===== config.mk =====
export PLATFORM = sky130hd
export DESIGN_NAME = agt_mac
export DESIGN_NICKNAME = d
export VERILOG_FILES = /design/src/agt_pkg.sv /design/src/agt_mac.sv
export SDC_FILE = /design/constraint.sdc
export NUM_CORES = 1
export LEC_CHECK = 0
export BUFFER_PORTS_ARGS = -buffer_cell sky130_fd_sc_hd__buf_2
export CAP_MARGIN = 20
export CORE_AREA = 2 2 215 217
export DETAILED_ROUTE_END_ITERATION = 8
export DIE_AREA = 0 0 217 219
export PLACE_DENSITY = 0.62
export SLEW_MARGIN = 30
export SYNTH_ARGS = -nofsm -noshare
export SYNTH_HDL_FRONTEND = slang
export SYNTH_SLANG_ARGS = --single-unit

===== constraint.sdc =====
create_clock -name i_clk -period 13.75 [get_ports i_clk]
set_input_delay 0 -clock i_clk [delete_from_list [all_inputs] [get_ports i_clk]]
set_output_delay 0 -clock i_clk [all_outputs]
set_load 0.005 [all_outputs]

===== src/agt_pkg.sv =====
`default_nettype none
// ----------------------------------------------------------------------------
// agt_pkg
// Shared types, constants and helpers of the adaptive Gaussian threshold core.
// ----------------------------------------------------------------------------
package agt_pkg;

    localparam int AGT_MAX_WIDTH  = 1024;
    localparam int AGT_MAX_RADIUS = 3;
    localparam int AGT_MAX_HEIGHT = 4096;
    localparam int AGT_PIX_W      = 8;
    localparam int AGT_WGT_W      = 17;
    localparam int AGT_IW_W       = 11;
    localparam int AGT_IH_W       = 13;
    localparam int AGT_ROW_W      = 12;
    localparam int AGT_CFG_IDX_W  = 3;
    localparam int AGT_CFG_DATA_W = 17;

    // widths of the blur sums at the default radius
    localparam int AGT_DEF_DATA_W = $clog2(255 * 65536 * (2 * AGT_MAX_RADIUS + 1) + 1);
    localparam int AGT_DEF_ACC_W  = AGT_DEF_DATA_W + AGT_WGT_W
                                    + $clog2(2 * AGT_MAX_RADIUS + 1);

    typedef enum logic [AGT_CFG_IDX_W-1:0] {
        REG_WIDTH,
        REG_HEIGHT,
        REG_W_CENTER,
        REG_W_ONE,
        REG_W_TWO,
        REG_W_THREE,
        REG_OFFSET,
        REG_HIGH
    } t_cfg_reg;

    typedef struct packed {
        logic valid;
        logic first;
        logic last;
    } t_mac_ctl;

    // weight of the tap at a given distance; zero beyond distance three
    function automatic logic [AGT_WGT_W-1:0] tap_weight(
        input int                   tap_dist,
        input logic [AGT_WGT_W-1:0] wc,
        input logic [AGT_WGT_W-1:0] w1,
        input logic [AGT_WGT_W-1:0] w2,
        input logic [AGT_WGT_W-1:0] w3
    );
        logic [AGT_WGT_W-1:0] w;
        case (tap_dist)
            0:       w = wc;
            1:       w = w1;
            2:       w = w2;
            3:       w = w3;
            default: w = '0;
        endcase
        return w;
    endfunction

endpackage
`default_nettype wire


===== src/agt_mac.sv =====
`default_nettype none
// ----------------------------------------------------------------------------
// agt_mac
// Two-stage multiply-accumulate shared by the horizontal and vertical passes.
// ----------------------------------------------------------------------------
module agt_mac
    import agt_pkg::*;
#(
    parameter int DATA_W = AGT_DEF_DATA_W,
    parameter int ACC_W  = AGT_DEF_ACC_W
) (
    input  wire logic                 i_clk,
    input  wire logic                 i_rst_n,
    input  wire t_mac_ctl             i_ctl,
    input  wire logic [AGT_WGT_W-1:0] i_weight,
    input  wire logic [DATA_W-1:0]    i_data,
    output logic      [ACC_W-1:0]     o_acc,
    output logic                      o_done
);

    localparam int PROD_W = AGT_WGT_W + DATA_W;

    t_mac_ctl          r_s1;
    logic [PROD_W-1:0] r_prod;
    logic [ACC_W-1:0]  r_acc;
    logic              r_done;

    always_ff @(posedge i_clk) begin
        if (!i_rst_n) begin
            r_s1   <= '0;
            r_done <= 1'b0;
        end else begin
            r_s1   <= i_ctl;
            r_done <= r_s1.valid && r_s1.last;
        end
    end

    always_ff @(posedge i_clk) begin
        r_prod <= PROD_W'(i_weight) * PROD_W'(i_data);
        if (r_s1.valid) begin
            r_acc <= (r_s1.first ? '0 : r_acc) + ACC_W'(r_prod);
        end
    end

    assign o_acc  = r_acc;
    assign o_done = r_done;

endmodule
`default_nettype wire


Word level (Yosys, flattened, before mapping)
Index checks and enable logic that the tools add are counted.
{ "totals": {"inputBits": 49, "ff_bits": 95, "elab_cells": 10, "output_inout_bits": 48} }
{ "op_classes": {"reduce_logical": 1, "n_addsub": 1, "mux": 1, "mul": 1} }
{ "op_table": {"columns": ["cell", "count"], "rows": [
  ["adder 47 x 44 -> 47 bit", 1],
  ["two-way mux 47 bit", 1],
  ["multiplier 17 x 27 -> 44 bit", 1],
  ["logical AND 1 bit", 1]
]} }

Depth between registers and ports, before layout
{ "depth": {"ltp_word": 2, "depth_mapped": 25, "depth_no_buf": 23} }

Least setup slack after synthesis
No wires, ideal clock.
{ "synth_path": {"kind": "in2reg", "start": "input port i_weight[8]", "end": "register r_prod[43]", "arrival_ns": 5.787, "path_buffers": 3, "t_required_ns": 13.629, "setup_ns": 0.121, "stages": 24, "path_slack_ns": 7.843, "cell_sequence": "clkbuf_1 > clkbuf_1 > nand2_1 > fa_1 > inv_1 > fa_1 > inv_1 > fa_1 > inv_1 > fa_1 > fa_1 > inv_1 > fa_1 > inv_1 > ha_1 > buf_2 > nand4_1 > or3_1 > o211ai_1 > o21ai_1 > o2bb2ai_1 > o41ai_1 > a21oi_1 > xnor2_1"} }
{ "synth_via": {"elab_chain_cells": 1} }
{ "synth_lines": {"columns": ["element", "line_no", "text"], "rows": [
  ["from (decl)", "agt_mac.sv:15", "input wire logic [AGT_WGT_W-1:0] i_weight,"],
  ["multiplier 17 x 27 -> 44 bit", "agt_mac.sv:39", "r_prod <= PROD_W'(i_weight) * PROD_W'(i_data);"],
  ["to (signal assigned)", "agt_mac.sv:39", null],
  ["to (decl)", "agt_mac.sv:24", "logic [PROD_W-1:0] r_prod;"]
]} }
No other way between the ends.
A chain may end at the register's enable or synchronous reset.

Worst setup path in the final report
Same ends and word-level chain as after synthesis.

==> impl_metrics.csv <==
group,metric,value,unit
outcome,run_status,"finished, final reports clean",
global_routing,use_met2,0.3841,
global_routing,grt.busiest_layer,"met2",
clocking,insertion_delay,0.36,ns
sta,drv_slew,0,
synthesis,synth_top_family_by_area,"adder cells",
sta,slew_headroom,0.4946,
synthesis,ys_seq_area_frac,0.1177,
critical_path,crit_start,"i_weight[8]",
global_routing,grt-ovfl-total,0,
critical_path,critPathRequiredTime,13.99,ns
synthesis,synth_seq_cells,95,
floorplanning,core,45090,µm²
clocking,cts_tree,"done",
clocking,cts_made_buffers,9,
route,vias,15100,
sta,tightest_slew,0.7581,ns
synthesis,yosys.area_share.simple,0.1691,
critical_path,reg2reg_from,"r_s1[1]",
synthesis,syn_nets,2839,
finish,drive_gt1_frac,0.06195,
clocking,path_clk_slew,0.07,ns
critical_path,critPathMaxFanout,27,
critical_path,cp.arrival,6.50,ns
clocking,clk_path_buf_depth,2,
job,cap_violations,0,
route,drt_iter0_drc,725,
synthesis,yosys_warnings,0,
clocking,clock_sinks,95,
placed_design,place_hpwl,39970,µm
synthesis,async_flop_share,0,
synthesis,synthXorXnorAreaFrac,0.03388,
global_routing,antenna_found_initial,1,
critical_path,criticalPathCategory,"input pin to flip-flop",
synthesis,synth_flop_cell,"dfxtp_1",
synthesis,synthesis.area,20160,µm²
finish,area_delta_synth_final,5.939,%
placed_design,placed_cells,2853,
route,wl_per_cell,18.00,µm
synthesis,synthTopCellsByArea,"fa_1 (37%), ha_1 (10%), inv_1 (8.7%)",
floorplanning,rows,78,
floorplanning,die_x,217,µm
finish,layout.nets,2857,
sta,fin_skew,0.009458,ns
floorplanning,dieHeight,219,µm
sta,fin_tns_setup,0,ns
sta,min_period_over_period,0.4550,
sta,fmaxAchievable,159.8,MHz
critical_path,start_kind,"input pin",
synthesis,synth_area_per_cell,8.949,µm²
floorplanning,start_util,0.4472,
synthesis,synth_fa_ha_area_frac,0.4729,
route,ant_nets,0,
sta,hold_violations,0,
synthesis,yosysTopAreaCell,"fa_1",
critical_path,endpoint_kind,"flip-flop",
min_path,hold_path_class,"input pin to flip-flop",
synthesis,synth_mux_area_frac,0.001551,
global_routing,grtUsageMet1,0.3155,
synthesis,synth_top_area_frac,0.3723,
global_routing,grt_max_degree,51,
placed_design,gp_congestion,0.8826,
clocking,cts-root-buf,"clkbuf_16",
clocking,htreeDepth,3,
route,first_pass_iters,7,
sta,finalSetupViolations,0,
route,post_drt_via_cell_ratio,5.249,
route,totalWireLength,51790,µm
synthesis,synth_compound_area_frac,0.09668,
route,drc_errors,0,
floorplanning,pin_count,97,
sta,rsz0062_at_grt,"no",
global_routing,grt_use_met3,0.02841,
placed_design,portBuffers,96,
synthesis,syn_inst,2253,
global_routing,grt_first_pass_wirelength,86020,µm
global_routing,grt_util_all_layers,0.2274,
finish,final_cells,2877,
sta,holdWs,0.1345,ns
synthesis,synthDistinctLibCells,80,
sta,finalCriticalPeriod,6.256,ns
global_routing,first_global_vias,16560,
floorplanning,dieArea,47520,µm²
finish,final_util,0.4737,
min_path,hold_start,"i_data[0]",
clocking,cts_resized,0,
synthesis,synth_edf_count,47,
registers in the layout (all words and copies together) (netlist names):
name    flops
o_done      1
r_prod     44
r_s1        3
o_acc      47
routing by layer:
| metal | vias to the layer above | part of all wire |
|---|---|---|
| met1 | 7636 | 0.46 |
| met5 | - | 0 |
| li1 | 6958 | - |
| met2 | 451 | 0.47 |
| met4 | 0 | 0.015 |
| met3 | 57 | 0.054 |
metrics by stage:
step	setup WS [ns]	instance area, µm²
finish	7.494	21360
detailed placement	7.184	20990
floorplan	7.843	20160
global placement	7.313	20990
CTS	7.551	21360
global route	7.041	21360
kinds of logic (layout without fill, tap and decap cells):
family          after synthesis  after routing
fa+ha+maj                   537            537
other cells                   0              1
buf+inv                     564            587
simple gates                690            690
compound gates              286            286
flops                        95             95
mux                           3              3
xor+xnor                     78             78
cell type report:
class / count / area (µm²)
repair buffers: 105 / 565.5
diodes: 1 / 2.502
fillers: 4374 / 23730
well taps: 600 / 750.7
flip-flops and latches: 95 / 2374
inverters: 466 / 1763
clock buffers: 10 / 250.2
multi-input cells: 1594 / 15610
clock inverters: 6 / 47.55
worst max-delay path, stage by stage:
cell and delay (ns):
buf_2 0.50, nand2_1 0.17, fa_1 0.57, inv_1 0.05
fa_1 0.50, inv_1 0.05, fa_1 0.53, inv_1 0.05
fa_1 0.46, fa_1 0.49, inv_1 0.05, fa_1 0.47
inv_1 0.04, ha_1 0.41, nand4_1 0.25, nor3_1 0.34
o2111ai_1 0.24, o211ai_1 0.31, o21ai_1 0.15, o2bb2ai_1 0.20
o41ai_1 0.34, a21oi_1 0.14, xnor2_1 0.13
synthesized netlist by cell type, types with 6 or more instances:
cell and instances:
nor2_1 38, dfxtp_1 48, a211oi_1 7, nand2_1 325, and3_1 6, xor2_1 29, a21oi_1 83, a31oi_1 12
o211ai_1 7, o21ai_1 7, nand2b_1 6, and2_1 190, o21a_1 11, nand3_1 25, inv_1 465, clkbuf_1 85
nor2b_1 51, o21bai_1 20, nand4_1 11, ha_1 162, edfxtp_1 47, xnor2_1 49, fa_1 375, nor3_1 12
a211o_1 6, a21o_1 58, o21ai_0 29
layout by cell type (no fill, tap or decap), types with 12 or more instances in the layout:
cell,synthesis,final
nand2_1,325,325
a31oi_1,12,12
o21bai_1,20,20
buf_2,4,96
nor2_1,38,38
ha_1,162,162
a21oi_1,83,83
xnor2_1,49,49
dfxtp_1,48,47
nand3_1,25,25
nor2b_1,51,51
o21ai_0,29,29
edfxtp_1,47,47
and2_1,190,190
inv_1,465,465
nor3_1,12,12
fa_1,375,375
a21o_1,58,58
xor2_1,29,29
repair_timing:
item	4_1_cts	5_1_grt
hold buffers	7	0
buffers inserted	0	0
hold endpoints to repair	4	0
worst paths after layout:
path,endpoint,slack [ns],cells after the start
worst max-delay path,r_prod[43],7.49,23
worst min-delay path,r_prod[0],0.13,2
worst max register to register,o_acc[39],9.82,13
worst min register to register,o_done,0.46,1
Power is left out: the tool's default activity adds up to more than one toggle a clock period on the data nets, which glitch-free logic cannot reach.
